===== src/rtl/drr_pkg.sv =====
`timescale 1ns / 1ps
// ----------------------------------------------------------------------------
// drr_pkg
// Shared types for the duration ratio reducer: controller states and the
// command and status groups between controller and datapath.
// ----------------------------------------------------------------------------
package drr_pkg;

	typedef enum logic [2:0] {
		ST_IDLE,
		ST_ALIGN,
		ST_REDUCE,
		ST_DIVIDE,
		ST_DONE
	} drr_state_t;

	typedef struct packed {
		logic load;         // capture a new request
		logic align_step;   // strip a common factor of two
		logic reduce_step;  // one binary GCD step
		logic div_start;    // form the divisor, clear remainders
		logic div_step;     // one quotient bit in both lanes
		logic out_load;     // move the result to the output register
	} drr_cmd_t;

	typedef struct packed {
		logic zero_in;      // either time was zero
		logic both_even;
		logic gcd_equal;
		logic div_last;
	} drr_status_t;

endpackage


===== src/rtl/drr_datapath.sv =====
`timescale 1ns / 1ps
// ----------------------------------------------------------------------------
// drr_datapath
// Binary GCD registers and two restoring divider lanes sharing one divisor,
// plus the output register.
// ----------------------------------------------------------------------------
module drr_datapath #(
	parameter int TIME_BITS = 16
) (
	input  logic                     clk,
	input  drr_pkg::drr_cmd_t        cmd,
	output drr_pkg::drr_status_t     status,
	input  logic [TIME_BITS-1:0]     insp_time_ms,
	input  logic [TIME_BITS-1:0]     exp_time_ms,
	output logic [TIME_BITS-1:0]     insp_term,
	output logic [TIME_BITS-1:0]     exp_term,
	output logic [TIME_BITS-1:0]     common_divisor,
	output logic                     invalid
);

	localparam int W  = TIME_BITS;
	localparam int KW = $clog2(TIME_BITS);

	logic [W-1:0]  a_q, b_q, g_q;
	logic [W-1:0]  quo_i_q, quo_e_q;
	logic [W-1:0]  rem_i_q, rem_e_q;
	logic [KW-1:0] k_q, cnt_q;
	logic          inv_q;

	logic [W:0]    trial_i, trial_e, diff_i, diff_e;
	logic [W-1:0]  a_minus_b, b_minus_a;

	assign a_minus_b = a_q - b_q;
	assign b_minus_a = b_q - a_q;

	assign trial_i = {rem_i_q, quo_i_q[W-1]};
	assign trial_e = {rem_e_q, quo_e_q[W-1]};
	assign diff_i  = trial_i - {1'b0, g_q};
	assign diff_e  = trial_e - {1'b0, g_q};

	assign status.zero_in   = inv_q;
	assign status.both_even = ~a_q[0] & ~b_q[0];
	assign status.gcd_equal = (a_q == b_q);
	assign status.div_last  = (cnt_q == KW'(W - 1));

	always_ff @(posedge clk) begin
		if (cmd.load) begin
			a_q     <= insp_time_ms;
			b_q     <= exp_time_ms;
			quo_i_q <= insp_time_ms;
			quo_e_q <= exp_time_ms;
			k_q     <= '0;
			inv_q   <= (insp_time_ms == '0) || (exp_time_ms == '0);
		end else if (cmd.align_step) begin
			a_q <= a_q >> 1;
			b_q <= b_q >> 1;
			k_q <= k_q + KW'(1);
		end else if (cmd.reduce_step) begin
			// Both operands stay nonzero: odd minus a different odd is even and nonzero.
			if (!a_q[0]) begin
				a_q <= a_q >> 1;
			end else if (!b_q[0]) begin
				b_q <= b_q >> 1;
			end else if (a_q > b_q) begin
				a_q <= a_minus_b >> 1;
			end else begin
				b_q <= b_minus_a >> 1;
			end
		end else if (cmd.div_start) begin
			g_q     <= a_q << k_q;
			rem_i_q <= '0;
			rem_e_q <= '0;
			cnt_q   <= '0;
		end else if (cmd.div_step) begin
			cnt_q <= cnt_q + KW'(1);
			if (!diff_i[W]) begin
				rem_i_q <= diff_i[W-1:0];
				quo_i_q <= {quo_i_q[W-2:0], 1'b1};
			end else begin
				rem_i_q <= trial_i[W-1:0];
				quo_i_q <= {quo_i_q[W-2:0], 1'b0};
			end
			if (!diff_e[W]) begin
				rem_e_q <= diff_e[W-1:0];
				quo_e_q <= {quo_e_q[W-2:0], 1'b1};
			end else begin
				rem_e_q <= trial_e[W-1:0];
				quo_e_q <= {quo_e_q[W-2:0], 1'b0};
			end
		end
	end

	always_ff @(posedge clk) begin
		if (cmd.out_load) begin
			insp_term      <= inv_q ? '0 : quo_i_q;
			exp_term       <= inv_q ? '0 : quo_e_q;
			common_divisor <= inv_q ? '0 : g_q;
			invalid        <= inv_q;
		end
	end

endmodule


===== src/rtl/drr_controller.sv =====
`timescale 1ns / 1ps
// ----------------------------------------------------------------------------
// drr_controller
// Sequencer for align, reduce and divide phases, and the output valid flag.
// ----------------------------------------------------------------------------
module drr_controller (
	input  logic                  clk,
	input  logic                  arst_n,
	input  logic                  in_valid,
	output logic                  in_ready,
	output logic                  out_valid,
	input  logic                  out_ready,
	input  drr_pkg::drr_status_t  status,
	output drr_pkg::drr_cmd_t     cmd
);

	drr_pkg::drr_state_t state_q, state_nxt;
	logic                out_valid_q;
	logic                out_free;

	assign out_valid = out_valid_q;
	assign out_free  = !out_valid_q || out_ready;

	always_ff @(posedge clk or negedge arst_n) begin
		if (!arst_n) begin
			state_q     <= drr_pkg::ST_IDLE;
			out_valid_q <= 1'b0;
		end else begin
			state_q <= state_nxt;
			if (cmd.out_load) begin
				out_valid_q <= 1'b1;
			end else if (out_ready) begin
				out_valid_q <= 1'b0;
			end
		end
	end

	always_comb begin
		state_nxt = state_q;
		case (state_q)
			drr_pkg::ST_IDLE: begin
				if (in_valid) state_nxt = drr_pkg::ST_ALIGN;
			end
			drr_pkg::ST_ALIGN: begin
				if (status.zero_in) state_nxt = drr_pkg::ST_DONE;
				else if (!status.both_even) state_nxt = drr_pkg::ST_REDUCE;
			end
			drr_pkg::ST_REDUCE: begin
				if (status.gcd_equal) state_nxt = drr_pkg::ST_DIVIDE;
			end
			drr_pkg::ST_DIVIDE: begin
				if (status.div_last) state_nxt = drr_pkg::ST_DONE;
			end
			drr_pkg::ST_DONE: begin
				if (out_free) state_nxt = drr_pkg::ST_IDLE;
			end
			default: state_nxt = drr_pkg::ST_IDLE;
		endcase
	end

	always_comb begin
		cmd      = '0;
		in_ready = 1'b0;
		case (state_q)
			drr_pkg::ST_IDLE: begin
				in_ready = 1'b1;
				cmd.load = in_valid;
			end
			drr_pkg::ST_ALIGN: begin
				cmd.align_step = !status.zero_in && status.both_even;
			end
			drr_pkg::ST_REDUCE: begin
				cmd.div_start   = status.gcd_equal;
				cmd.reduce_step = !status.gcd_equal;
			end
			drr_pkg::ST_DIVIDE: begin
				cmd.div_step = 1'b1;
			end
			drr_pkg::ST_DONE: begin
				cmd.out_load = out_free;
			end
			default: begin
				cmd = '0;
			end
		endcase
	end

endmodule


===== src/rtl/duration_ratio_reducer_top.sv =====
`timescale 1ns / 1ps
// ----------------------------------------------------------------------------
// duration_ratio_reducer_top
// Reduces an inspiration to expiration time ratio to lowest terms.
// ----------------------------------------------------------------------------
// Each request carries two times; the block returns both divided by their
// greatest common divisor, and the divisor. If either time is zero, invalid
// is set and the other fields are zero. One request is processed at a time:
// a binary GCD strips common factors of two, then reduces with one
// subtract-or-shift per cycle, and every step drops at least one bit from
// the two operands. Two restoring divider lanes then produce one quotient bit
// per cycle. The processing time is set by the iterative GCD and the serial
// divide. A zero time goes from the align phase straight to the done state,
// skipping reduce and divide. The result sits in an output register,
// so a new request is taken while the previous result waits for out_ready.
// ----------------------------------------------------------------------------
module duration_ratio_reducer_top #(
	parameter int TIME_BITS = 16
) (
	input  logic                 clk,
	input  logic                 arst_n,
	input  logic                 in_valid,
	output logic                 in_ready,
	input  logic [TIME_BITS-1:0] insp_time_ms,
	input  logic [TIME_BITS-1:0] exp_time_ms,
	output logic                 out_valid,
	input  logic                 out_ready,
	output logic [TIME_BITS-1:0] insp_term,
	output logic [TIME_BITS-1:0] exp_term,
	output logic [TIME_BITS-1:0] common_divisor,
	output logic                 invalid
);

	drr_pkg::drr_cmd_t    cmd;
	drr_pkg::drr_status_t status;

	drr_controller u_ctrl (
		.clk       (clk),
		.arst_n    (arst_n),
		.in_valid  (in_valid),
		.in_ready  (in_ready),
		.out_valid (out_valid),
		.out_ready (out_ready),
		.status    (status),
		.cmd       (cmd)
	);

	drr_datapath #(
		.TIME_BITS (TIME_BITS)
	) u_dp (
		.clk            (clk),
		.cmd            (cmd),
		.status         (status),
		.insp_time_ms   (insp_time_ms),
		.exp_time_ms    (exp_time_ms),
		.insp_term      (insp_term),
		.exp_term       (exp_term),
		.common_divisor (common_divisor),
		.invalid        (invalid)
	);

endmodule


===== config.mk =====
export PLATFORM = sky130hd
export DESIGN_NAME = duration_ratio_reducer_top
export DESIGN_NICKNAME = d
export VERILOG_FILES = /design/src/rtl/drr_pkg.sv /design/src/rtl/drr_datapath.sv /design/src/rtl/drr_controller.sv /design/src/rtl/duration_ratio_reducer_top.sv
export SDC_FILE = /design/constraint.sdc
export NUM_CORES = 1
export LEC_CHECK = 0
export BUFFER_PORTS_ARGS = -buffer_cell sky130_fd_sc_hd__buf_2
export CORE_MARGIN = 2
export CORE_UTILIZATION = 55
export DETAILED_ROUTE_END_ITERATION = 10
export PLACE_DENSITY_LB_ADDON = 0.05
export SYNTH_ARGS = -nofsm -noshare
export SYNTH_HDL_FRONTEND = slang
export SYNTH_SLANG_ARGS = --single-unit

===== constraint.sdc =====
create_clock -name clk -period 4.42 [get_ports clk]
set_input_delay 0 -clock clk [delete_from_list [all_inputs] [get_ports clk]]
set_output_delay 0 -clock clk [all_outputs]
set_load 0.02 [all_outputs]

==> impl_metrics.env, run 1 <==
export IMPL_slew_headroom_pct=20.4
export IMPL_core_region_area_sq_um=19600
export IMPL_hold_violations=0
export IMPL_skew_ps=17.7
export IMPL_place_congestion=0.898
export IMPL_fp_dieW_um=146
export IMPL_clk_insertion_delay_late_ps=450
export IMPL_arrival_ps=3630
export IMPL_wl_per_cell_um=18.1
export IMPL_cts_sinks=174
export IMPL_cp_start_kind="flop"
export IMPL_antenna_found_initial=1
export IMPL_ys_seq_elements=174
export IMPL_crit_required_ps=4620
export IMPL_period_needed_ps=3430
export IMPL_cts_root_buf="clkbuf_16"
export IMPL_maxCapViolCount=0
export IMPL_vias_per_cell=5.82
export IMPL_irDropWorstVdd_mv=0.605
export IMPL_drt_pass1_iter_count=5
export IMPL_cts_tree="built"
export IMPL_drt_iter0_drc=791
export IMPL_vias=8672
export IMPL_synthTopCellsByArea="edfxtp_1 (45%), ha_1 (7.6%), nand2_1 (5.2%)"
export IMPL_total_power_mw=9.39
export IMPL_tns_ps=0
export IMPL_synth_cells=1115
export IMPL_cts_resized=0
export IMPL_drcViolationCount=0
export IMPL_io_pins=87
export IMPL_use_met3_pct=6.52
export IMPL_drive_gt1_share_pct=13.1
export IMPL_gr_usage_met2_pct=36.6
export IMPL_setup_viol=0
export IMPL_grt_util_met1_pct=38.3
export IMPL_grt_first_pass_wirelength_mm=42.8
export IMPL_cts_buffers=17
export IMPL_dp_hpwl_mm=19.3
export IMPL_hp_class="in -> reg"
export IMPL_layout_nets=1319
export IMPL_syn_nets=1222
export IMPL_final_cell_area_sq_um=12700
export IMPL_initial_core_util_pct=56.5
export IMPL_postCtsSetupRepairBufs=0
export IMPL_placedCellCount=1422
export IMPL_slew_viol_final=0
export IMPL_instances_no_fill=1491
export IMPL_grt_remaining_overflow=0
export IMPL_max_freq_mhz=291
export IMPL_grt_pass1_vias=7959
export IMPL_cts_buffer_depth=2
export IMPL_ys_top_cells_by_count="edfxtp_1 (166), nand2_1 (152), nor2_1 (130)"
export IMPL_synth_cell_types=71
export IMPL_p_leak_nw=5.23
export IMPL_ys_warn_count=0
export IMPL_p_per_area_nw_per_um2=741
export IMPL_synth_ff_type="edfxtp_1"
export IMPL_critPathMaxFanout=13
export IMPL_die_h_um=146
export IMPL_placed_cell_area_sq_um=11700
export IMPL_crit_path_end_kind="flop"
export IMPL_grt_busiest_layer="met1"
export IMPL_status="finished, final reports clean"
export IMPL_ant_nets=0
export IMPL_yosysMostFrequentCell="edfxtp_1"
export IMPL_wirelength_mm=27.0
export IMPL_ys_seq_area_share_pct=46.7
export IMPL_rows=51
export IMPL_clk_pin_slew_ps=70
export IMPL_yosysTopAreaCell="edfxtp_1"
export IMPL_area_growth_pct=14.5
export IMPL_finalCritPeriodShare_pct=77.7
export IMPL_post_route_util_pct=64.7
export IMPL_crit_type="reg -> reg"
export IMPL_synth_edf_count=166
export IMPL_avgSynthCellArea_sq_um=9.92
export IMPL_synth_area_sq_um=11100
export IMPL_port_buffers=86
export IMPL_grt_use_total_pct=25.7
export IMPL_synthArstFlopShare_pct=2.30
export IMPL_cts_max_level=4
export IMPL_grt_max_degree=63
export IMPL_yosysTopAreaCellShare_pct=45.0
export IMPL_worst_slew_pin_slew_ps=1190
export IMPL_die_area_sq_um=21300
export IMPL_rsz0062_at_grt="no"
[layout by cell type (no fill, tap or decap), types with 5 or more instances in the layout]
| cell type | netlist | final |
|---|---|---|
| edfxtp_1 | 166 | 166 |
| nand2_1 | 152 | 151 |
| nor2_1 | 130 | 129 |
| buf_2 | 13 | 86 |
| a21oi_1 | 82 | 82 |
| ha_1 | 67 | 67 |
| inv_1 | 63 | 63 |
| nor2b_1 | 37 | 37 |
| dlygate4sd3_1 | 0 | 36 |
| mux2i_1 | 35 | 35 |
| xnor2_1 | 35 | 35 |
| o21ai_0 | 33 | 33 |
| nand2b_1 | 18 | 18 |
| a21o_1 | 18 | 18 |
| a221oi_1 | 18 | 18 |
| clkbuf_16 | 0 | 17 |
| xor2_1 | 16 | 16 |
| nor3_1 | 14 | 14 |
| nand3_1 | 14 | 14 |
| a211oi_1 | 13 | 13 |
| nand4_1 | 12 | 12 |
| buf_4 | 2 | 10 |
| nor4_1 | 9 | 9 |
| a31oi_1 | 8 | 8 |
| and2_1 | 7 | 7 |
| o21a_1 | 7 | 7 |
| mux4_2 | 7 | 7 |
| nand3b_1 | 6 | 6 |
| o22ai_1 | 6 | 6 |
| and3_1 | 7 | 5 |
| o211ai_1 | 5 | 5 |
| o31ai_1 | 6 | 5 |
| clkinv_8 | 0 | 5 |
[path summary, 6_finish.rpt]
kind	from	end	slack [ps]	cells past startpoint
min in group asynchronous	arst_n	u_ctrl.state_q[1]$_DFFE_PN0P_	450	3
max in group asynchronous	arst_n	u_ctrl.out_valid$_DFFE_PN0P_	3800	3
setup / recovery	u_dp.a_q[0]$_DFFE_PP_	u_dp.a_q[0]$_DFFE_PP_	990	10
hold / removal	out_ready	u_ctrl.out_valid$_DFFE_PN0P_	390	4
hold reg to reg	u_ctrl.out_valid$_DFFE_PN0P_	u_ctrl.out_valid$_DFFE_PN0P_	530	2
setup reg to reg	u_dp.a_q[0]$_DFFE_PP_	u_dp.a_q[0]$_DFFE_PP_	990	10
[routing by layer]
layer / vias up / share of wire [%]
met1: 4105 / 48
met5: - / 0
met4: 0 / 2.4
li1: 4204 / -
met2: 317 / 42
met3: 46 / 7.4
[final cells by class]
| cell class | count | area, sq um |
|---|---|---|
| Antenna cell | 1 | 2.50 |
| Clock buffer | 17 | 425 |
| Clock inverter | 15 | 205 |
| Fill cell | 1616 | 6920 |
| Inverter | 64 | 240 |
| Multi-Input combinational cell | 823 | 5430 |
| Sequential cell | 174 | 5160 |
| Tap cell | 265 | 332 |
| Timing Repair Buffer | 132 | 866 |
[repair_timing]
item / CTS / global route
hold buffers: 36 / 0
endpoints found under the hold margin: 66 / 0
setup endpoints to repair: 0 / 0
[kinds of logic (layout without fill, tap and decap cells)]
family	count (synthesis)	count (layout)	synth area share (%)
multiplexers	44	44	4.79
other	0	1	0
AND/OR/NAND/NOR	421	421	17.5
AO/OA/AOI/OAI	235	235	14.0
adder cells (fa/ha/maj)	71	71	8.30
buffers and inverters	118	228	4.43
XOR/XNOR	52	52	4.29
flip-flops	174	174	46.7
[critical path: stages (launching register included)]
cell and delay, ps:
edfxtp_1 520, inv_1 120, ha_1 230, fa_1 440
nand2b_1 200, a211oi_1 270, o21ai_0 250, o21bai_2 370
and2_1 470, a221oi_1 140, a21o_1 170
[power breakdown]
group,switching [mW],internal (mW),leakage (nW)
Clock,0.758,0.827,0.306
Sequential,0.405,2.65,1.63
Combinational,2.87,1.87,3.30
Total,4.04,5.35,5.23
[per-stage QoR]
| step | hold slack (ps) | setup WS [ps] |
|---|---|---|
| global placement | -192 | 1060 |
| finish | 392 | 986 |
| global route | 432 | 644 |
| CTS | 383 | 992 |
| floorplan | -296 | 650 |
| detailed placement | -192 | 1000 |
Power figures use the tool's default switching activity.
==> run 2: changes to the inputs <==
CORE_UTILIZATION = 61   (was 55)
clock period = 3.2 ns   (was 4.42 ns; I/O delays follow)
==> impl_metrics.env, run 2 (synthesis gave the netlist of run 1 again) <==
export IMPL_status="finished, final reports clean"
export IMPL_dp_hpwl_mm=20.0
export IMPL_crit_required_ps=3370
export IMPL_p_int_mw=7.62
export IMPL_cts_max_level=4
export IMPL_initial_core_util_pct=61.8
export IMPL_tns_ps=0
export IMPL_arrival_ps=3240
export IMPL_hp_class="in -> reg"
export IMPL_ant_nets=0
export IMPL_cts_buffers=17
export IMPL_grt_util_met1_pct=44.6
export IMPL_use_met3_pct=5.77
export IMPL_hold_violations=0
export IMPL_ff2ff_setup_slack_ps=130
export IMPL_die_area_sq_um=19200
export IMPL_vias=8992
export IMPL_cts_buffer_depth=2
export IMPL_place_congestion=0.924
export IMPL_final_cell_mix="edfxtp_1 (166), nand2_1 (151), nor2_1 (129)"
export IMPL_vias_per_cell=6.06
export IMPL_cts_sinks=174
export IMPL_grt_remaining_overflow=0
export IMPL_p_per_area_nw_per_um2=1040
export IMPL_io_pins=87
export IMPL_rr_endpoint="u_dp.rem_e_q[10]$_SDFFCE_PP0P_"
export IMPL_grt_pass1_vias=8554
export IMPL_port_buffers=86
export IMPL_slew_headroom_pct=52.8
export IMPL_min_from="insp_time_ms[15]"
export IMPL_antenna_found_initial=2
export IMPL_skew_ps=15.2
export IMPL_hold_depth=2
export IMPL_maxCapViolCount=0
export IMPL_drt_pass1_iter_count=5
export IMPL_drcViolationCount=0
export IMPL_drive_gt1_share_pct=15.7
export IMPL_irDropWorstVdd_mv=1.01
export IMPL_hold_end="u_dp.a_q[15]$_DFFE_PP_"
export IMPL_finalCritPeriodShare_pct=95.8
export IMPL_cpMaxStageDelayCell="edfxtp_1"
export IMPL_crit_path_end_kind="flop"
export IMPL_cts_tree="built"
export IMPL_clk_insertion_delay_late_ps=440
export IMPL_setup_viol=0
export IMPL_grt_use_total_pct=29.7
export IMPL_wl_per_cell_um=19.1
export IMPL_core_region_area_sq_um=17900
export IMPL_reg2reg_depth=10
export IMPL_fp_dieW_um=139
export IMPL_period_needed_ps=3070
export IMPL_grt_first_pass_wirelength_mm=45.5
export IMPL_p_leak_nw=5.39
export IMPL_swShare_pct=43.3
export IMPL_drt_iter0_drc=822
export IMPL_worst_slew_pin_slew_ps=707
export IMPL_pwr_share_clk_pct=15.8
export IMPL_post_route_util_pct=72.2
export IMPL_timing_rr_start="u_dp.g_q[0]$_SDFFCE_PP0P_"
export IMPL_critPathMaxStageDelay_ps=430
export IMPL_grt_max_degree=62
export IMPL_whs_ps=16.6
export IMPL_seq_power_share_pct=30.7
export IMPL_layout_nets=1348
export IMPL_final_common_cell="edfxtp_1"
export IMPL_grt_busiest_layer="met2"
export IMPL_gr_usage_met2_pct=45.0
export IMPL_clk_pin_slew_ps=70
export IMPL_critPathMaxFanout=13
export IMPL_wirelength_mm=28.4
export IMPL_fillers=1361
export IMPL_crit_type="reg -> reg"
export IMPL_slew_viol_final=0
export IMPL_crit_chain="ha_1, fa_1, nand2b_1, a21oi_1, o2111ai_2, o21a_1, nor3_4, buf_12, mux2i_1, nor2_1"
export IMPL_cp_start_kind="flop"
export IMPL_p_comb_share_pct=53.5
export IMPL_p_sw_mw=5.81
export IMPL_instances_no_fill=1485
export IMPL_max_freq_mhz=326
export IMPL_cts_root_buf="clkbuf_16"
export IMPL_rows=49
export IMPL_area_growth_pct=16.7
export IMPL_die_h_um=139
export IMPL_placedCellCount=1416
-- run 2: cell types whose count changed in the layout (fill, tap and decap cells not counted), moves of 2 or more --
| cell | delta |
|---|---|
| dlygate4sd3_1 | -2 |
| buf_12 | +4 |
| inv_6 | -2 |
| clkinv_8 | +2 |
| buf_4 | +27 |
-- run 2: worst max path at each step --
stage / start / to / slack [ps] / cells past startpoint
global route: u_dp.a_q[9]$_DFFE_PP_ / u_dp.a_q[5]$_DFFE_PP_ / -0.2 / 8
floorplan: u_dp.a_q[11]$_DFFE_PP_ / u_dp.cnt_q[0]$_SDFFCE_PP0P_ / 10 / 7
CTS: u_dp.b_q[0]$_DFFE_PP_ / u_dp.a_q[0]$_DFFE_PP_ / 8 / 9
detailed placement: u_dp.quo_i_q[15]$_DFFE_PP_ / u_dp.rem_i_q[1]$_SDFFCE_PP0P_ / -50 / 11
finish: u_dp.g_q[0]$_SDFFCE_PP0P_ / u_dp.rem_e_q[10]$_SDFFCE_PP0P_ / 130 / 10
global placement: u_dp.quo_i_q[15]$_DFFE_PP_ / u_dp.rem_i_q[1]$_SDFFCE_PP0P_ / 50 / 11
-- run 2: power groups by stage --
stage	Sequential (mW)	Clock, mW	Combinational [mW]
final	4.12	2.13	7.19
after global routing	4.18	2.24	7.91
after CTS	4.10	2.14	7.05
after floorplan	4.17	0	5.03
after detailed placement	4.14	0	6.94
after global placement	4.13	0	6.86
-- run 2: timing repair --
action | CTS | global route
endpoints found under the hold margin | 62 | 0
gates cloned | 0 | 0
hold buffers | 34 | 0
pin swaps | 0 | 1
setup buffers | 0 | 1
gates resized for setup | 1 | 5
endpoints found under the setup margin | 11 | 46
-- run 2: metal layers --
layer  share of wire (%)  vias to the layer above
met5                   0                        -
met4                 1.6                        0
met3                 7.7                       31
met2                  45                      396
met1                  46                     4300
li1                    -                     4265
-- run 2: worst max-delay path, delay by kind of cell (launching register included) --
family	cells	cell delay, ps
mux	1	290
buf+inv	1	190
flops	1	430
simple gates	3	510
fa+ha+maj	2	640
compound gates	3	740
-- run 2: area by class of cell --
cell class	count	area [sq um]	area share, %
Multi-Input combinational cell	823	5470	42.4
Sequential cell	174	5160	40.0
Timing Repair Buffer	161	1130	8.74
Clock buffer	17	425	3.29
Tap cell	229	287	2.22
Inverter	64	240	1.86
Clock inverter	15	194	1.50
Antenna cell	2	5.00	0.0387
-- run 2: through the flow --
step	power, mW	setup WS (ps)	cell area, sq um
floorplan	9.20	11.6	11100
global placement	11.0	49.6	11900
detailed placement	11.1	-48.8	11900
CTS	13.3	8.01	12900
global route	14.3	-0.158	12900
finish	13.4	134	12900
==> run 3: changes to the inputs <==
CORE_MARGIN = 1   (was 2)
CORE_UTILIZATION = 63   (was 61)
CTS_BUF_LIST = sky130_fd_sc_hd__clkbuf_2 sky130_fd_sc_hd__clkbuf_4 sky130_fd_sc_hd__clkbuf_8   (was not set)
==> impl_metrics.env, run 3 (synthesis gave the netlist of run 1 again) <==
export IMPL_io_pins=87
export IMPL_max_freq_mhz=328
export IMPL_timing_rr_start="u_dp.a_q[9]$_DFFE_PP_"
export IMPL_rr_endpoint="u_dp.a_q[5]$_DFFE_PP_"
export IMPL_vias_per_cell=6.05
export IMPL_finalCritPeriodShare_pct=95.2
export IMPL_crit_type="reg -> reg"
export IMPL_layout_nets=1350
export IMPL_crit_path_end_kind="flop"
export IMPL_setup_viol=0
export IMPL_drt_iter0_drc=803
export IMPL_vias=8975
export IMPL_slew_viol_final=0
export IMPL_drcViolationCount=0
export IMPL_ff2ff_setup_slack_ps=150
export IMPL_cts_sinks=174
export IMPL_status="finished, final reports clean"
export IMPL_core_region_area_sq_um=17200
export IMPL_rsz0062_at_grt="no"
export IMPL_hold_violations=0
export IMPL_pwr_share_clk_pct=12.5
export IMPL_cts_max_level=4
export IMPL_fp_dieW_um=135
export IMPL_drive_gt1_share_pct=15.4
export IMPL_grt_use_total_pct=31.8
export IMPL_p_int_mw=7.29
export IMPL_seq_power_share_pct=32.1
export IMPL_ant_nets=0
export IMPL_cts_buffers=17
export IMPL_final_cell_mix="edfxtp_1 (166), nand2_1 (151), nor2_1 (129)"
export IMPL_hp_class="in -> reg"
export IMPL_crit_required_ps=3420
export IMPL_die_area_sq_um=18100
export IMPL_hold_depth=4
export IMPL_worst_slew_pin_slew_ps=927
export IMPL_initial_core_util_pct=64.2
export IMPL_drt_pass1_iter_count=5
export IMPL_wirelength_mm=27.8
export IMPL_area_growth_pct=15.2
export IMPL_total_power_mw=12.9
export IMPL_irDropWorstVdd_mv=1.30
export IMPL_clk_pin_slew_ps=100
export IMPL_antenna_found_initial=2
export IMPL_place_congestion=0.906
export IMPL_cts_buffer_depth=2
export IMPL_swShare_pct=43.7
export IMPL_p_per_area_nw_per_um2=1010
export IMPL_reg2reg_depth=9
export IMPL_grt_max_degree=62
export IMPL_grt_first_pass_wirelength_mm=43.8
export IMPL_cp_start_kind="flop"
export IMPL_dpl_worst_slack_ps=155
export IMPL_wl_per_cell_um=18.7
export IMPL_hold_end="u_ctrl.out_valid$_DFFE_PN0P_"
export IMPL_rows=48
export IMPL_cts_tree="built"
export IMPL_fin_ws_ps=153
export IMPL_slew_headroom_pct=38.1
export IMPL_dp_hpwl_mm=20.1
export IMPL_p_leak_nw=5.32
export IMPL_maxCapViolCount=0
export IMPL_port_buffers=86
export IMPL_final_common_cell="edfxtp_1"
export IMPL_critPathMaxFanout=12
export IMPL_grt_remaining_overflow=0
export IMPL_tns_ps=0
export IMPL_period_needed_ps=3050
export IMPL_die_h_um=135
export IMPL_clk_insertion_delay_late_ps=470
export IMPL_grt_pass1_vias=8409
export IMPL_skew_ps=12.9
export IMPL_p_comb_share_pct=55.4
export IMPL_cts_root_buf="clkbuf_8"
export IMPL_min_from="out_ready"
export IMPL_arrival_ps=3270
export IMPL_post_route_util_pct=74.0
export IMPL_p_sw_mw=5.65
-- run 3: cell count changes in the layout (fill, tap and decap cells not counted), sizes merged --
cell         delta
clkinv          -5
dlygate4sd3     +2
inv             +4
bufinv          +1
-- run 3: metrics by stage --
stage	hold WS (ps)	area, sq um	cells
after detailed placement	-189	11900	1411
after global routing	343	12700	1482
after floorplan	-296	11100	1115
after CTS	331	12700	1479
after global placement	-191	11900	1411
final	349	12800	1483
-- run 3: layout make-up --
cell class	count	area, sq um
flip-flops and latches	174	5160
clock buffers	17	234
diodes	2	5.00
fillers	1302	4480
multi-input cells	823	5460
repair buffers	163	1190
well taps	225	282
inverters	64	240
clock inverters	15	185
-- run 3: power by group through the flow --
stage / Combinational [mW] / Clock, mW / Sequential (mW)
CTS: 7.05 / 1.63 / 4.14
global route: 7.90 / 1.72 / 4.23
global placement: 6.87 / 0 / 4.18
detailed placement: 6.98 / 0 / 4.19
finish: 7.17 / 1.61 / 4.16
floorplan: 5.03 / 0 / 4.17
-- run 3: layer usage --
metal  share of wire [%]  track usage [%]  vias up  wire [um]
li1                    -                -     4258          -
met5                   0                0        -          0
met4                 1.9             9.43        0        516
met2                  45             48.2      386      12500
met3                 8.0             6.94       41       2210
met1                  45             46.0     4290      12500
-- run 3: how the worst max path moves through the flow --
stage                                          end  cells after the start                  startpoint
floorplan              u_dp.cnt_q[0]$_SDFFCE_PP0P_                      7      u_dp.a_q[11]$_DFFE_PP_
global placement            u_dp.b_q[15]$_DFFE_PP_                      8       u_dp.a_q[9]$_DFFE_PP_
detailed placement   u_dp.rem_e_q[1]$_SDFFCE_PP0P_                      9   u_dp.g_q[0]$_SDFFCE_PP0P_
CTS                  u_dp.rem_i_q[1]$_SDFFCE_PP0P_                     11  u_dp.quo_i_q[15]$_DFFE_PP_
global route        u_dp.rem_e_q[10]$_SDFFCE_PP0P_                     10   u_dp.g_q[0]$_SDFFCE_PP0P_
finish                       u_dp.a_q[5]$_DFFE_PP_                      9       u_dp.a_q[9]$_DFFE_PP_
-- run 3: critical path, cell delays in order, from the launching register on --
cell and delay, ps:
edfxtp_1 500, ha_1 500, nand2_1 180, or3_4 410, nor4_4 330, nor3_1 160
and2_1 190, buf_4 180, a221oi_1 280, nor2_1 80
-- run 3: what timing repair did --
action / in CTS / in global routing
setup endpoints to repair: 0 / 22
endpoints found under the hold margin: 74 / 0
buffers inserted: 0 / 2
hold buffers: 36 / 0
gates resized for setup: 0 / 3
